[config.mk]
export PLATFORM = sky130hd
export DESIGN_NAME = tape_interface_command_channel_flat
export DESIGN_NICKNAME = d
export VERILOG_FILES = /design/src/rtl/core/tic_pkg.sv /design/src/rtl/core/tic_req_if.sv /design/src/rtl/core/tape_interface_command_channel.sv /design/src/rtl/core/tic_front.sv /design/src/rtl/core/tic_back.sv /design/src/flat_wrapper.sv
export SDC_FILE = /design/constraint.sdc
export NUM_CORES = 1
export LEC_CHECK = 0
export BUFFER_PORTS_ARGS = -buffer_cell sky130_fd_sc_hd__buf_4
export CORE_UTILIZATION = 40
export CTS_CLUSTER_DIAMETER = 120
export DETAILED_ROUTE_END_ITERATION = 10
export SLEW_MARGIN = 30
export SYNTH_ARGS = -nofsm -noshare
export SYNTH_HDL_FRONTEND = slang
export SYNTH_SLANG_ARGS = --single-unit
[constraint.sdc]
create_clock -name clk -period 3.5 [get_ports clk]
set_input_delay 0.875 -clock clk [delete_from_list [all_inputs] [get_ports clk]]
set_output_delay 0.875 -clock clk [all_outputs]
set_load 0.01 [all_outputs]
[src/rtl/core/tic_pkg.sv]
// Package: shared types, codes and constants for the tape interface command channel.
package tic_pkg;

  localparam int unsigned RecordMax = 65536;
  localparam int unsigned CountW = $clog2(RecordMax + 1);

  typedef enum logic [1:0] {
    OP_CMD   = 2'd0,
    OP_DATA  = 2'd1,
    OP_EVENT = 2'd2,
    OP_NONE  = 2'd3
  } op_t;

  localparam logic [7:0] F_CLR = 8'o300;
  localparam logic [7:0] F_WC  = 8'o031;
  localparam logic [7:0] F_RC  = 8'o023;
  localparam logic [7:0] F_GAP = 8'o011;
  localparam logic [7:0] F_FSR = 8'o003;
  localparam logic [7:0] F_BSR = 8'o041;
  localparam logic [7:0] F_REW = 8'o201;
  localparam logic [7:0] F_RWS = 8'o101;
  localparam logic [7:0] F_WFM = 8'o035;

  localparam logic [8:0] S_LOCAL = 9'o400;
  localparam logic [8:0] S_EOF   = 9'o200;
  localparam logic [8:0] S_BOT   = 9'o100;
  localparam logic [8:0] S_TIM   = 9'o020;
  localparam logic [8:0] S_REJ   = 9'o010;
  localparam logic [8:0] S_WLK   = 9'o004;
  localparam logic [8:0] S_PAR   = 9'o002;
  localparam logic [8:0] S_BUSY  = 9'o001;

  localparam logic [CountW-1:0] ShortRecord = CountW'(12);

  // Signal bit positions.
  localparam int unsigned B_POPIO = 0;
  localparam int unsigned B_CRS = 1;
  localparam int unsigned B_CLF = 2;
  localparam int unsigned B_STF = 3;
  localparam int unsigned B_ENF = 4;
  localparam int unsigned B_SFC = 5;
  localparam int unsigned B_SFS = 6;
  localparam int unsigned B_IOI = 7;
  localparam int unsigned B_IOO = 8;
  localparam int unsigned B_CLC = 9;
  localparam int unsigned B_STC = 10;
  localparam int unsigned B_IAK = 11;
  localparam int unsigned B_IEN = 12;
  localparam int unsigned B_SIR = 13;
  localparam int unsigned B_PRH = 14;

  localparam logic [2:0] EV_READ = 3'd0;
  localparam logic [2:0] EV_WSLOT = 3'd1;
  localparam logic [2:0] EV_DONE = 3'd2;
  localparam logic [2:0] EV_MARK = 3'd3;
  localparam logic [2:0] EV_PARITY = 3'd4;
  localparam logic [2:0] EV_BOT = 3'd5;
  localparam logic [2:0] EV_REWOUND = 3'd6;
  localparam logic [2:0] EV_UNLOAD = 3'd7;

  typedef struct packed {
    logic [1:0]  op;
    logic [14:0] signals;
    logic [15:0] data_in;
    logic        online;
    logic        write_locked;
    logic [2:0]  drive_event;
  } req_t;

  typedef struct packed {
    logic [15:0] read_value;
    logic        skip;
    logic        service_request;
    logic        interrupt_request;
    logic        priority_low;
    logic        start_command;
    logic [7:0]  function_code;
    logic [7:0]  write_byte;
    logic        write_byte_valid;
    logic        record_end;
    logic        clear_issued;
  } rsp_t;

  // Classified request, passed from front to back.
  typedef struct packed {
    req_t req;
    logic legal_cmd;
    logic write_cmd;
  } cls_t;

  function automatic logic is_legal(input logic [7:0] d);
    return d == F_WC || d == F_RC || d == F_GAP || d == F_FSR ||
           d == F_BSR || d == F_REW || d == F_RWS || d == F_WFM;
  endfunction

endpackage

[src/rtl/core/tic_req_if.sv]
// Interfaces: request and response channels with valid/ready handshake.
interface tic_req_if import tic_pkg::*; ();
  logic valid;
  logic ready;
  req_t payload;
  modport source (output valid, output payload, input ready);
  modport sink (input valid, input payload, output ready);
endinterface

interface tic_rsp_if import tic_pkg::*; ();
  logic valid;
  logic ready;
  rsp_t payload;
  modport source (output valid, output payload, input ready);
  modport sink (input valid, input payload, output ready);
endinterface

[src/rtl/core/tape_interface_command_channel.sv]
// Top level: tape controller command and data channel service logic.
//
//   channel   direction  payload
//   in        sink       op, signals, data_in, online, write_locked, drive_event
//   out       source     read_value, skip, SRQ, IRQ, PRL, start, function, write byte
//
// One request per cycle sustained while the consumer is ready; a stalled
// consumer holds requests back. Each request produces exactly one response.
// A request is held in the front end's two-entry queue, then the back end's
// single state update registers the response in its output register, where
// it waits out any output stall. Synchronous reset clears the control flops,
// not queue or response data; the front queue lets requests in while
// the output waits on a stalled consumer, until the queue fills.
module tape_interface_command_channel import tic_pkg::*; (
  input logic clk,
  input logic rst,
  tic_req_if.sink in,
  tic_rsp_if.source out
);
  logic q_valid, q_ready;
  cls_t q_item;

  // Accept and classify.
  tic_front u_front (
    .clk(clk), .rst(rst),
    .in_valid(in.valid), .in_ready(in.ready), .in_req(in.payload),
    .q_valid(q_valid), .q_ready(q_ready), .q_item(q_item)
  );

  // Advance controller state and register the response.
  tic_back u_back (
    .clk(clk), .rst(rst),
    .q_valid(q_valid), .q_ready(q_ready), .q_item(q_item),
    .out_valid(out.valid), .out_ready(out.ready), .out_rsp(out.payload)
  );
endmodule

[src/rtl/core/tic_front.sv]
// Front end: accept requests, classify commands, hold them in a two-entry queue.
module tic_front import tic_pkg::*; (
  input  logic clk,
  input  logic rst,
  input  logic in_valid,
  output logic in_ready,
  input  req_t in_req,
  output logic q_valid,
  input  logic q_ready,
  output cls_t q_item
);
  cls_t mem [2];
  logic       wp, rp;
  logic [1:0] cnt;
  logic push, pop;
  cls_t cls;

  always_comb begin
    cls.req = in_req;
    cls.legal_cmd = is_legal(in_req.data_in[7:0]);
    cls.write_cmd = in_req.data_in[7:0] == F_WC || in_req.data_in[7:0] == F_GAP ||
                    in_req.data_in[7:0] == F_WFM;
  end

  assign in_ready = cnt != 2'd2;
  assign push = in_valid && in_ready;
  assign q_valid = cnt != 2'd0;
  assign pop = q_valid && q_ready;
  assign q_item = mem[rp];

  always_ff @(posedge clk) begin
    if (push) mem[wp] <= cls;
  end

  always_ff @(posedge clk) begin
    if (rst) begin
      wp <= 1'b0;
      rp <= 1'b0;
      cnt <= 2'd0;
    end else begin
      if (push) wp <= ~wp;
      if (pop) rp <= ~rp;
      cnt <= cnt + 2'(push) - 2'(pop);
    end
  end
endmodule

[src/rtl/core/tic_back.sv]
// Back end: controller state, signal sequencing and drive event handling.
module tic_back import tic_pkg::*; (
  input  logic clk,
  input  logic rst,
  input  logic q_valid,
  output logic q_ready,
  input  cls_t q_item,
  output logic out_valid,
  input  logic out_ready,
  output rsp_t out_rsp
);
  logic cctl, cflg, cfbf, dflg, dfbf, busy, xfer, fsvc;
  logic [8:0] stat;
  logic [7:0] afn, dbyte;
  logic [CountW-1:0] cnt;

  logic cctl_next, cflg_next, cfbf_next, dflg_next, dfbf_next;
  logic busy_next, xfer_next, fsvc_next;
  logic [8:0] stat_next;
  logic [7:0] afn_next, dbyte_next;
  logic [CountW-1:0] cnt_next;
  rsp_t o;
  logic take;

  assign q_ready = !out_valid || out_ready;
  assign take = q_valid && q_ready;

  always_comb begin
    req_t r;
    logic [14:0] s;
    logic irq_en, cn_irq, cn_prl;
    logic [15:0] v;
    r = q_item.req;
    s = r.signals;
    irq_en = 1'b0; cn_irq = 1'b0; cn_prl = 1'b0; v = '0;
    cctl_next = cctl; cflg_next = cflg; cfbf_next = cfbf;
    dflg_next = dflg; dfbf_next = dfbf; busy_next = busy;
    xfer_next = xfer; fsvc_next = fsvc; stat_next = stat;
    afn_next = afn; dbyte_next = dbyte; cnt_next = cnt;
    o = '0;
    case (op_t'(r.op))
      OP_CMD: begin
        if (s[B_POPIO] || s[B_CLF]) begin
          cfbf_next = 1'b0; cflg_next = 1'b0;
        end
        if (s[B_CRS]) cctl_next = 1'b0;
        if (s[B_STF]) cfbf_next = 1'b1;
        if (s[B_ENF] && cfbf_next) cflg_next = 1'b1;
        if (s[B_SFC] && !cflg_next) o.skip = 1'b1;
        if (s[B_SFS] && cflg_next) o.skip = 1'b1;
        if (s[B_IOI]) begin
          v = {7'd0, stat_next & ~(S_LOCAL | S_WLK | S_BUSY)};
          if (r.online) begin
            if (busy_next) v[0] = 1'b1;
            if (r.write_locked) v[2] = 1'b1;
          end else begin
            v = v | {7'd0, S_BUSY | S_LOCAL};
          end
          o.read_value = v;
        end
        if (s[B_IOO]) begin
          stat_next = stat_next & ~S_REJ;
          if (r.data_in[7:0] == F_CLR) begin
            o.clear_issued = 1'b1;
            if (busy_next && afn_next == F_WC && cnt_next != '0) o.record_end = 1'b1;
            if (busy_next && (afn_next == F_REW || afn_next == F_RWS)) busy_next = 1'b0;
            fsvc_next = 1'b0; xfer_next = 1'b0;
            stat_next = stat_next & S_BOT;
            dfbf_next = 1'b0; dflg_next = 1'b0;
            cfbf_next = 1'b1; cflg_next = 1'b1;
          end else if (!q_item.legal_cmd || busy_next ||
                       (stat_next[6] && r.data_in[7:0] == F_BSR) ||
                       (r.online && r.write_locked && q_item.write_cmd)) begin
            stat_next = stat_next | S_REJ;
          end else begin
            o.start_command = 1'b1;
            o.function_code = r.data_in[7:0];
            afn_next = r.data_in[7:0];
            stat_next = S_BUSY;
            busy_next = 1'b1;
            cnt_next = '0;
            dfbf_next = 1'b0; dflg_next = 1'b0;
            cfbf_next = 1'b0; cflg_next = 1'b0;
            fsvc_next = 1'b1; xfer_next = 1'b1;
          end
        end
        if (s[B_CLC]) cctl_next = 1'b0;
        if (s[B_STC]) cctl_next = 1'b1;
        if (s[B_IAK]) cfbf_next = 1'b0;
        if (s[B_IEN]) irq_en = 1'b1;
        if (s[B_SIR]) begin
          if (!(cctl_next && cflg_next)) cn_prl = 1'b1;
          if (cctl_next && cflg_next && cfbf_next) cn_irq = 1'b1;
          if (cflg_next) o.service_request = 1'b1;
        end
        if (s[B_PRH]) begin
          if (irq_en && cn_irq) o.interrupt_request = 1'b1;
          if (!irq_en || cn_prl) o.priority_low = 1'b1;
        end
      end
      OP_DATA: begin
        if (s[B_POPIO]) begin
          o.clear_issued = 1'b1;
          if (busy && afn == F_WC && cnt != '0) o.record_end = 1'b1;
          if (busy && (afn == F_REW || afn == F_RWS)) busy_next = 1'b0;
          fsvc_next = 1'b0; xfer_next = 1'b0;
          stat_next = stat & S_BOT;
          dfbf_next = 1'b0;
        end
        if (s[B_CLF]) begin
          dfbf_next = 1'b0; dflg_next = 1'b0;
        end
        if (s[B_STF]) dfbf_next = 1'b1;
        if (s[B_ENF] && dfbf_next) dflg_next = 1'b1;
        if (s[B_SFC] && !dflg_next) o.skip = 1'b1;
        if (s[B_SFS] && dflg_next) o.skip = 1'b1;
        if (s[B_IOI]) o.read_value = {8'd0, dbyte};
        if (s[B_IOO]) dbyte_next = r.data_in[7:0];
        if (s[B_CLC]) begin
          dfbf_next = 1'b0; dflg_next = 1'b0; xfer_next = 1'b0;
        end
        if (s[B_SIR] && dflg_next) o.service_request = 1'b1;
        if (s[B_PRH]) o.priority_low = 1'b1;
      end
      OP_EVENT: begin
        if (!busy) begin
        end else if (r.drive_event == EV_UNLOAD) begin
          stat_next = stat & ~S_BUSY; busy_next = 1'b0;
        end else if (!r.online) begin
          stat_next = S_LOCAL | S_REJ;
          cfbf_next = 1'b1; cflg_next = 1'b1; busy_next = 1'b0;
        end else begin
          case (r.drive_event)
            EV_READ: begin
              if (afn == F_RC) begin
                fsvc_next = 1'b0;
                if (cnt < CountW'(RecordMax)) cnt_next = cnt + 1'b1;
                if (xfer) begin
                  if (dflg) stat_next = stat | S_TIM;
                  dbyte_next = r.data_in[7:0];
                  dfbf_next = 1'b1; dflg_next = 1'b1;
                end
              end
            end
            EV_WSLOT: begin
              if (afn == F_WC) begin
                if (fsvc) fsvc_next = 1'b0;
                else if (cnt < CountW'(RecordMax)) begin
                  o.write_byte = dbyte; o.write_byte_valid = 1'b1;
                  cnt_next = cnt + 1'b1;
                  stat_next = stat & ~S_BOT;
                end else stat_next = stat | S_PAR;
                if (xfer) begin
                  dfbf_next = 1'b1; dflg_next = 1'b1;
                end else begin
                  if (cnt_next != '0) o.record_end = 1'b1;
                  cfbf_next = 1'b1; cflg_next = 1'b1;
                  stat_next = stat_next & ~S_BUSY; busy_next = 1'b0;
                end
              end
            end
            EV_DONE, EV_REWOUND: begin
              busy_next = 1'b0;
              if (afn == F_RWS) stat_next = stat & ~S_BUSY;
              else begin
                if (r.drive_event == EV_REWOUND || afn == F_REW) stat_next = S_BOT;
                else if (afn == F_WFM) stat_next = S_EOF;
                else if (afn == F_RC && cnt < ShortRecord) stat_next = stat | S_PAR;
                else stat_next = stat;
                stat_next = stat_next & ~S_BUSY;
                cfbf_next = 1'b1; cflg_next = 1'b1;
              end
            end
            EV_MARK: begin
              stat_next = (stat | S_EOF) & ~S_BUSY; busy_next = 1'b0;
              cfbf_next = 1'b1; cflg_next = 1'b1;
            end
            EV_PARITY: begin
              stat_next = (stat | S_PAR) & ~S_BUSY; busy_next = 1'b0;
              cfbf_next = 1'b1; cflg_next = 1'b1;
            end
            default: begin
              stat_next = (stat | S_BOT) & ~S_BUSY; busy_next = 1'b0;
              cfbf_next = 1'b1; cflg_next = 1'b1;
            end
          endcase
        end
      end
      default: ;
    endcase
  end

  always_ff @(posedge clk) begin
    if (rst) begin
      cctl <= 1'b0; cflg <= 1'b0; cfbf <= 1'b0; dflg <= 1'b0; dfbf <= 1'b0;
      busy <= 1'b0; xfer <= 1'b0; fsvc <= 1'b0; stat <= '0; afn <= '0;
      dbyte <= '0; cnt <= '0; out_valid <= 1'b0;
    end else begin
      if (take) begin
        cctl <= cctl_next; cflg <= cflg_next; cfbf <= cfbf_next;
        dflg <= dflg_next; dfbf <= dfbf_next; busy <= busy_next;
        xfer <= xfer_next; fsvc <= fsvc_next; stat <= stat_next;
        afn <= afn_next; dbyte <= dbyte_next; cnt <= cnt_next;
        out_rsp <= o;
        out_valid <= 1'b1;
      end else if (out_ready) begin
        out_valid <= 1'b0;
      end
    end
  end
endmodule

[src/flat_wrapper.sv]
// flat-port wrapper written by rule: the top's interface ports become plain ports
module tape_interface_command_channel_flat import tic_pkg::*;
  (clk, rst, in_valid, in_payload, in_ready, out_valid, out_payload, out_ready);
  tic_req_if in_i ();
  tic_rsp_if out_i ();
  input logic clk;
  input logic rst;
  input wire logic [$bits(in_i.valid)-1:0] in_valid;
  input wire logic [$bits(in_i.payload)-1:0] in_payload;
  output wire logic [$bits(in_i.ready)-1:0] in_ready;
  output wire logic [$bits(out_i.valid)-1:0] out_valid;
  output wire logic [$bits(out_i.payload)-1:0] out_payload;
  input wire logic [$bits(out_i.ready)-1:0] out_ready;
  assign in_i.valid = in_valid;
  assign in_i.payload = in_payload;
  assign in_ready = in_i.ready;
  assign out_valid = out_i.valid;
  assign out_payload = out_i.payload;
  assign out_i.ready = out_ready;
  tape_interface_command_channel u_core (.clk(clk), .rst(rst), .in(in_i), .out(out_i));
endmodule
# Yosys cells after proc, flatten, opt, wreduce, memory -nomap -nowiden

Memories as Yosys holds them, arrays and structs flattened. A register that Yosys moved wholly into a read port is not among the register bits.
Cells that the tools add are included.
W data, S select, Z words.

Memory bits (writable): 80
Bits in registers: 95
Logic and storage cells: 361
Memories kept: 1
Output and inout port bits: 42
Input bits: 42

Memories:

| name               | depth | bits a word | read ports | clocked after Yosys merged registers in | write ports | line            | text |
|---|---|---|---|---|---|---|---|
| u_core.u_front.mem | 2     | 40          | 1          | 1                                       | 1           | tic_front.sv:12 | `cls_t mem [2];` |

Reduce and logical (&&, ||, !) cells: 74
Equal/unequal tests: 58
$lt $le $gt $ge: 2
Muxes and demuxes: 176
Bitwise gates (word level): 14
Add/subtract/negate cells: 3

Operator list:

| cell                    | number |
|---|---|
| $mux W17                | 16 |
| $mux W9                 | 14 |
| $mux W1                 | 107 |
| $pmux W17 S2            | 2 |
| $mux W8                 | 8 |
| $eq A8 B5 Y1 const B    | 6 |
| $pmux W9 S5             | 1 |
| $reduce_and A13 Y1      | 3 |
| $pmux W18 S2            | 1 |
| $reduce_bool A17 Y1     | 2 |
| $ne A4 B4 Y1 const B    | 7 |
| $reduce_and A14 Y1      | 2 |
| $pmux W9 S3             | 1 |
| $eq A8 B8 Y1 const B    | 3 |
| $reduce_and A11 Y1      | 2 |
| $logic_and A1 B1 Y1     | 19 |
| $ne A2 B2 Y1 const B    | 9 |
| $ne A3 B3 Y1 const B    | 6 |
| $pmux W1 S2             | 9 |
| $pmux W1 S3             | 6 |
| $reduce_and A9 Y1       | 2 |
| $add A17 B1 Y17 const B | 1 |
| $logic_or A1 B1 Y1      | 17 |
| $lt A17 B17 Y1 const B  | 1 |
| other kinds (40)        | 82 |

# Logic depth before layout (Yosys ltp)

Gate-level depths: netlist of the first run.

Depth in word-level cells: 19
Gate-level depth with buffers: 16
Mapped depth without buffers: 10

# By module

Synthesis of the first run repeated with hierarchy kept, for this count alone.

Cells, all modules: 706
Area total of the unflattened synthesis: 8032.7 sq um

Modules (own cells, without submodules):

| module    | area each (sq um) | times used | cells an instance | seq. area each (sq um) |
|---|---|---|---|---|
| tic_back  | 4822.1            | 1          | 545               | 1931.9 |
| tic_front | 3210.6            | 1          | 161               | 2502.4 |

# Least setup slack after synthesis of the first run

OpenSTA, ideal clock, no wires.

Path kind: input -> register
Start point: input port out_ready
End point: register u_core.u_back.out_rsp[0] in the netlist's numbering, enable pin
Slack: 342 ps
Cell stages on the path: 4
Required time: 3077 ps
Arrival time: 2735 ps
Cells stage by stage: nand2b_1 > o21ai_0 > clkbuf_1 > nor2_1

Cells in the longest elaborated chain, start to end: 3

RTL lines:

| what                        | line               | text |
|---|---|---|
| from (decl)                 | flat_wrapper.sv:13 | `input wire logic [$bits(out_i.ready)-1:0] out_ready;` |
| $logic_or A1 B1 Y1          | tic_back.sv:25     | `assign q_ready = !out_valid \|\| out_ready;` |
| $logic_and A1 B1 Y1         | tic_back.sv:26     | `assign take = q_valid && q_ready;` |
| $reduce_and A2 Y1 (no line) | n/a                |  |
| to (signal assigned)        | tic_back.sv:204    | `out_rsp <= o;` |
| to (decl)                   | tic_back.sv:10     | `output rsp_t out_rsp` |

Every way passes these cells.
A chain may end at the register's enable or synchronous reset.

==> flow_summary.yaml, run 1 <==
yosys:
  synth_area_leaders: "edfxtp_1 (39%), dfxtp_1 (14%), mux2i_1 (3.6%), nor2_1 (3.3%), nand2_1 (2.6%)"
  ys_seq_elements: 149
  yosysTopAreaCell: "edfxtp_1"
  yosys-mux-area-fraction_pct: 5.86
  ys_seq_area_share_pct: 52.8
  synth-edff-count: 97
  yosys-top-cells-count: "edfxtp_1 (97), nor2_1 (65), dfxtp_1 (52), nand2_1 (52), nor3_1 (34)"
  synth_compound_area_share_pct: 12.9
  syn-cell-area_sq_mm: 0.00749
  yosys.area_share.simple_pct: 21.2
  yosysWarnings: 0
  synthCells: 708
  synth_top_family_by_area: "simple AND/OR/NAND/NOR gates"
  ys.flop_type: "edfxtp_1"
  synth-adder-area-share_pct: 1.34
  ys_async_sr_fraction_pct: 0
  yosysTopAreaCellShare_pct: 38.9
  yosysMostFrequentCell: "edfxtp_1"
  avgSynthCellArea_sq_um: 10.6
  synth-xor-area-share_pct: 1.52
  yosysUniqueCellTypes: 83
route:
  wire_per_inst_um: 18.5
  via_count: 5774
  postRouteAntennaNets: 0
  firstDrtPassIters: 7
  detail_route.iter0.violations: 377
  drt_wl_total_mm: 18.7
  viasPerCell: 5.71
  drc: 0
setup_path:
  end_kind: "flop"
  r2r_cells: 7
  critical_path.top_delay_family: "simple AND/OR/NAND/NOR gates"
  max_stage_delay_ps: 630
  critPathMaxFanout: 20
  critPathRequiredTime_ps: 3830
  path_buf_inv: 1
  crit_path_top_delay_cell: "or3_1"
  critPathKind: "reg -> reg"
  path_cells: "buf_4 -> mux2_2 -> a221o_2 -> or3_1 -> nor2_4 -> nor2_1 -> nor3_1"
  crit_arrival_ps: 3310
  reg2reg_to: "u_core.u_back.afn[0]$_SDFFE_PP0P_"
  r2r_slack_ps: 520
  startpoint_type: "flop"
layout:
  seq_area_sq_mm: 0.00396
  final_core_util_pct: 48.3
  drive_gt1_share_pct: 19.0
  fillCellCount: 1680
  final_nets: 821
  stdcell_area_sq_mm: 0.00877
  diodes: 0
  syn_to_final_growth_pct: 17.0
  layout.cells.non_filler: 1012
  multi_input_area_sq_mm: 0.00324
floorplanning:
  ios: 84
  rows: 49
  core_area_sq_mm: 0.0181
  chipHeight_um: 139
  start_util_pct: 41.3
  chipWidth_um: 139
  dieArea_sq_mm: 0.0193
placement:
  dp.cells: 981
  gp_congestion: 0.884
  place_hpwl_mm: 13.4
  io_buffers: 68
  placed_area_sq_mm: 0.00819
power_and_ir_drop:
  switching_share_pct: 33.9
  net-switching-power_mw: 2.03
  leakagePower_nw: 3.24
  totalPowerFinal_mw: 5.98
  p_int_mw: 3.95
  power-per-cell-area_mw_per_mm2: 682
  max-vdd-ir-drop_uv: 365
  power_frac_clock_pct: 30.0
  p_seq_share_pct: 39.5
  comb_power_share_pct: 30.5
global_route:
  grt_pass1_wl_mm: 30.2
  antenna_found_initial: 0
  gr-total-overflow: 0
  grt_max_degree: 52
  grt_util_all_layers_pct: 20.0
  grt_pass1_vias: 5558
worst_hold_path:
  hp-class: "reg -> reg"
  hold_path_depth: 2
  holdPathEnd: "u_core.u_back.stat[1]$_SDFFE_PP0P_"
  worstHoldStart: "u_core.u_back.stat[1]$_SDFFE_PP0P_"
clock_network:
  clk_pin_slew_ps: 60
  holdBufCountCts: 0
  cts_setup_buffers: 0
  insertion_delay_ps: 420
  clkSinkCount: 149
  clockRootBuffer: "clkbuf_16"
  cts_buffers: 17
  clock_path_buffers: 2
  cts_repair_resize_count: 0
  htreeDepth: 4
  tritoncts: "built"
timing:
  rsz0062_at_grt: "no"
  hold_violations: 0
  finalMaxSlewViolations: 0
  fmax_mhz: 336
  period_share_pct: 85.1
  slew_headroom_pct: 55.4
  finalSetupViolCount: 0
  tightestPinTransition_ps: 669
  tns_ps: 0
  fin_crit_ps: 2980
  finalClockSkew_ps: 9.13
run:
  drv_cap: 0
run_status:
  status: "completed"
-- per-layer routing --
metal  up-vias  track usage [%]  part of all wire [%]
li1       2769                -                     -
met1      2800             27.1                    47
met2       183             31.7                    46
met3        22             4.63                   5.8
met4         0             6.49                   1.6
met5         -                0                     0
-- worst max path at each step --
| stage | startpoint | end | slack [ps] | cells after the start |
|---|---|---|---|---|
| after floorplan | out_ready | u_core.u_back.out_rsp[0]$_DFFE_PP_ | 340 | 4 |
| after global placement | flop | u_core.u_back.afn[3]$_SDFFE_PP0P_ | 670 | 7 |
| after detailed placement | flop | u_core.u_back.afn[6]$_SDFFE_PP0P_ | 570 | 7 |
| after CTS | flop | u_core.u_back.afn[6]$_SDFFE_PP0P_ | 570 | 7 |
| after global routing | flop | u_core.u_back.afn[6]$_SDFFE_PP0P_ | 400 | 7 |
| final | flop | u_core.u_back.afn[0]$_SDFFE_PP0P_ | 520 | 7 |
-- cell families after synthesis --
kind of cell               after synthesis
xor gates and xnor gates                13
muxes                                   42
AOI/OAI and AO/OA                      140
other                                    1
buffers and inverters                   68
adders and majority gates                8
DFF                                    149
and+or+nand+nor                        287
-- placed cells by master, fill, tap and decap left out, types with 6 or more instances in the layout --
master | synthesis | routed
inv_1 | 21 | 21
buf_4 | 9 | 83
and2_1 | 11 | 11
a21oi_1 | 26 | 26
o21ai_0 | 33 | 32
nand3_1 | 20 | 20
nor4_1 | 8 | 8
mux2_2 | 15 | 15
a31oi_1 | 10 | 10
xor2_1 | 7 | 7
nand2b_1 | 8 | 8
nor4b_1 | 8 | 8
nand2_1 | 52 | 52
nand4_1 | 10 | 10
clkbuf_16 | 0 | 17
nor3_1 | 34 | 34
mux2i_1 | 27 | 27
a311oi_1 | 6 | 6
dfxtp_1 | 52 | 51
conb_1 | 1 | 7
o21a_1 | 8 | 8
edfxtp_1 | 97 | 97
nor2b_1 | 19 | 19
a22o_1 | 9 | 9
a41oi_1 | 7 | 7
xnor2_1 | 6 | 6
ha_1 | 8 | 8
and3_1 | 7 | 7
nor2_1 | 65 | 63
-- worst min-delay path, stage by stage, from the launching register on --
cell and delay (ps):
dfxtp_1 310, nand2_1 50, mux2i_1 60
-- per-stage QoR --
step                      worst slack, ps  hold slack [ps]
after floorplan                       342              438
after global placement                669              461
after detailed placement              570              466
after CTS                             573              475
after global routing                  396              485
final                                 522              471
-- flip-flops by register name, indices dropped and copies added, names as in the netlist, 2 cells and up, named ones only --
register / cells
u_core.u_front.cnt: 2
u_core.u_back.out_rsp: 33
u_core.u_back.afn: 8
u_core.u_back.dbyte: 8
u_core.u_back.cnt: 17
u_core.u_back.stat: 5
u_core.u_front.mem: 64
-- power by group through the flow --
stage	clock network, mW	registers, mW	logic [mW]
after floorplan	0	2.36	1.24
after global placement	0	2.39	1.79
after detailed placement	0	2.40	1.81
after CTS	1.83	2.36	1.82
after global routing	1.91	2.39	1.99
final	1.79	2.36	1.83
-- area by class of cell --
| type | count | area share [%] |
|---|---|---|
| Sequential cell | 149 | 45.1 |
| Multi-Input combinational cell | 497 | 37.0 |
| Timing Repair Buffer | 83 | 7.11 |
| Clock buffer | 19 | 5.05 |
| Tap cell | 229 | 3.27 |
| Clock inverter | 12 | 1.50 |
| Inverter | 23 | 0.985 |
(Power assumes the default switching activity.)
==> inputs of run 2 (changes only) <==
- ABC_AREA: default -> 1
==> run 2 against run 1 <==
Effect of this change: setup slack improved by 19 ps; sequential share of layout area decreased by 1.9 points; total power increased by 16%; synthesized cell count increased by 40%; via count increased by 17%; highest routed layer unchanged; register-to-register slack gained 20 ps.
==> flow_summary.yaml, run 2 <==
run_status:
  status: "completed"
clock_network:
  clkSinkCount: 149
  clk_pin_slew_ps: 70
  htreeDepth: 4
  clock_path_buffers: 2
  insertion_delay_ps: 430
  cts_buffers: 17
  cts_setup_buffers: 0
  holdBufCountCts: 0
  clockRootBuffer: "clkbuf_16"
  cts_repair_resize_count: 0
  tritoncts: "built"
worst_hold_path:
  hp-class: "reg -> reg"
floorplanning:
  ios: 84
  chipHeight_um: 142
  start_util_pct: 41.2
  dieArea_sq_mm: 0.0200
  rows: 50
  core_area_sq_mm: 0.0189
  chipWidth_um: 142
yosys:
  ys.flop_type: "edfxtp_1"
  yosysMostFrequentCell: "nand2_1"
  synth_area_leaders: "edfxtp_1 (37%), dfxtp_1 (13%), nand2_1 (13%), nor2_1 (5.9%), inv_1 (5.0%)"
  ys_seq_elements: 149
  yosysTopAreaCell: "edfxtp_1"
  synthCells: 988
  yosysTopAreaCellShare_pct: 37.4
  ys_async_sr_fraction_pct: 0
  yosysUniqueCellTypes: 44
  yosysWarnings: 0
  synth-edff-count: 97
  ys_seq_area_share_pct: 50.7
  yosys-top-cells-count: "nand2_1 (273), nor2_1 (123), inv_1 (103)"
  syn-cell-area_sq_mm: 0.00779
  avgSynthCellArea_sq_um: 7.89
global_route:
  antenna_found_initial: 0
  grt_pass1_wl_mm: 32.4
  grt_util_all_layers_pct: 21.3
  gr-total-overflow: 0
  grt_pass1_vias: 6253
  grt_max_degree: 35
power_and_ir_drop:
  totalPowerFinal_mw: 6.92
  max-vdd-ir-drop_uv: 429
  power-per-cell-area_mw_per_mm2: 756
  leakagePower_nw: 3.77
route:
  firstDrtPassIters: 5
  drc: 0
  postRouteAntennaNets: 0
  viasPerCell: 5.06
  via_count: 6740
  wire_per_inst_um: 15.3
  drt_wl_total_mm: 20.4
  detail_route.iter0.violations: 539
layout:
  seq_area_sq_mm: 0.00395
  drive_gt1_share_pct: 14.0
  max_flop_register: "u_core.u_front.mem"
  largest_register_ffs: 64
  syn_to_final_growth_pct: 17.4
  fillCellCount: 1887
  final_cell_mix: "nand2_1 (273), nor2_1 (120), inv_1 (103)"
  multi_input_area_sq_mm: 0.00325
  final_nets: 1108
  final_core_util_pct: 48.4
  layout_commonest_cell: "nand2_1"
  diodes: 0
  reg_top3: "u_core.u_front.mem (64), u_core.u_back.out_rsp (33), u_core.u_back.cnt (17)"
timing:
  finalClockSkew_ps: 16.4
  slew_headroom_pct: 53.5
  finalSetupViolCount: 0
  fin_ws_ps: 541
  tightestPinTransition_ps: 697
  hold_violations: 0
  period_share_pct: 84.6
  fin_crit_ps: 2960
  tns_ps: 0
  fmax_mhz: 338
  holdWs_ps: 456
  finalMaxSlewViolations: 0
  rsz0062_at_grt: "no"
placement:
  place_hpwl_mm: 14.9
  io_buffers: 68
  gp_congestion: 0.941
  pre_cts_ws_ps: 570
setup_path:
  crit_arrival_ps: 3320
  crit_path_top_delay_cell: "dfxtp_1"
  critPathKind: "reg -> reg"
  max_stage_delay_ps: 340
  critPathRequiredTime_ps: 3860
  r2r_slack_ps: 540
  end_kind: "flop"
  path_cells: "buf_4 -> inv_2 -> or2_2 -> o21ai_0 -> inv_1 -> ha_1 -> inv_1 -> nor2_1 -> nand2_1 -> nand3b_1 -> nor2_4 -> nand2_2 -> inv_2 -> nand2_1 -> a21oi_1"
  startpoint_type: "flop"
  critPathMaxFanout: 21
run:
  drv_cap: 0
run 2: cell types whose count changed in the layout (fill, tap and decap cells not counted), sizes merged, moves of 18 or more:
| cell | previous run | this run |
|---|---|---|
| a21oi | 26 | 62 |
| nand3 | 21 | 66 |
| nor2 | 67 | 131 |
| nor2b | 19 | 1 |
| nor3 | 37 | 14 |
| inv | 23 | 120 |
| mux2i | 27 | 4 |
| nand2 | 52 | 283 |
| o21ai | 34 | 64 |
run 2: layout make-up:
type                       count  area share (%)
timing repair buffer          80            6.56
inverter                     113            4.64
multi-input combinational    697            35.5
sequential                   149            43.2
tap                          260            3.56
clock buffer                  18            4.69
clock inverter                14            1.82
run 2: where the power goes:
group          total, mW  leakage, nW  switching [mW]  internal (mW)
Combinational       2.63         2.14            1.82          0.810
Sequential          2.42         1.34           0.169           2.25
Clock               1.88        0.288           0.800           1.08
run 2: cell families after synthesis:
| family | synth area share [%] |
|---|---|
| xor gates and xnor gates | 0.337 |
| buffers and inverters | 7.98 |
| muxes | 0.514 |
| adders and majority gates | 1.28 |
| DFF | 50.7 |
| other | 0.0481 |
| and+or+nand+nor | 28.4 |
| AOI/OAI and AO/OA | 10.7 |
run 2: critical path, delay by kind of cell, from the launching register on:
kind / cells / cell delay (ps)
AO/OA/AOI/OAI: 2 / 270
adder cells (fa/ha/maj): 1 / 200
buffers and inverters: 5 / 910
AND/OR/NAND/NOR: 7 / 1170
flip-flops: 1 / 340
run 2: path summary, 6_finish.rpt:
| kind | from | to | cells after the start |
|---|---|---|---|
| setup / recovery | flop | u_core.u_back.cnt[3]$_SDFFE_PP0P_ | 15 |
| hold reg to reg | u_core.u_front.rp$_SDFFE_PP0P_ | flop | 1 |
| setup reg to reg | flop | u_core.u_back.cnt[3]$_SDFFE_PP0P_ | 15 |
| hold / removal | u_core.u_front.rp$_SDFFE_PP0P_ | flop | 1 |
run 2: stage by stage:
stage	cells	cell area [sq um]
finish	1331	9150
global route	1331	9150
CTS	1331	9150
detailed placement	1299	8550
global placement	1299	8550
floorplan	994	7810
run 2: per-layer routing:
| layer | global-route usage, % | wire length, um |
|---|---|---|
| met2 | 33.9 | 9350 |
| met5 | 0 | 0 |
| met1 | 28.2 | 9440 |
| met4 | 9.17 | 601 |
| met3 | 4.32 | 990 |
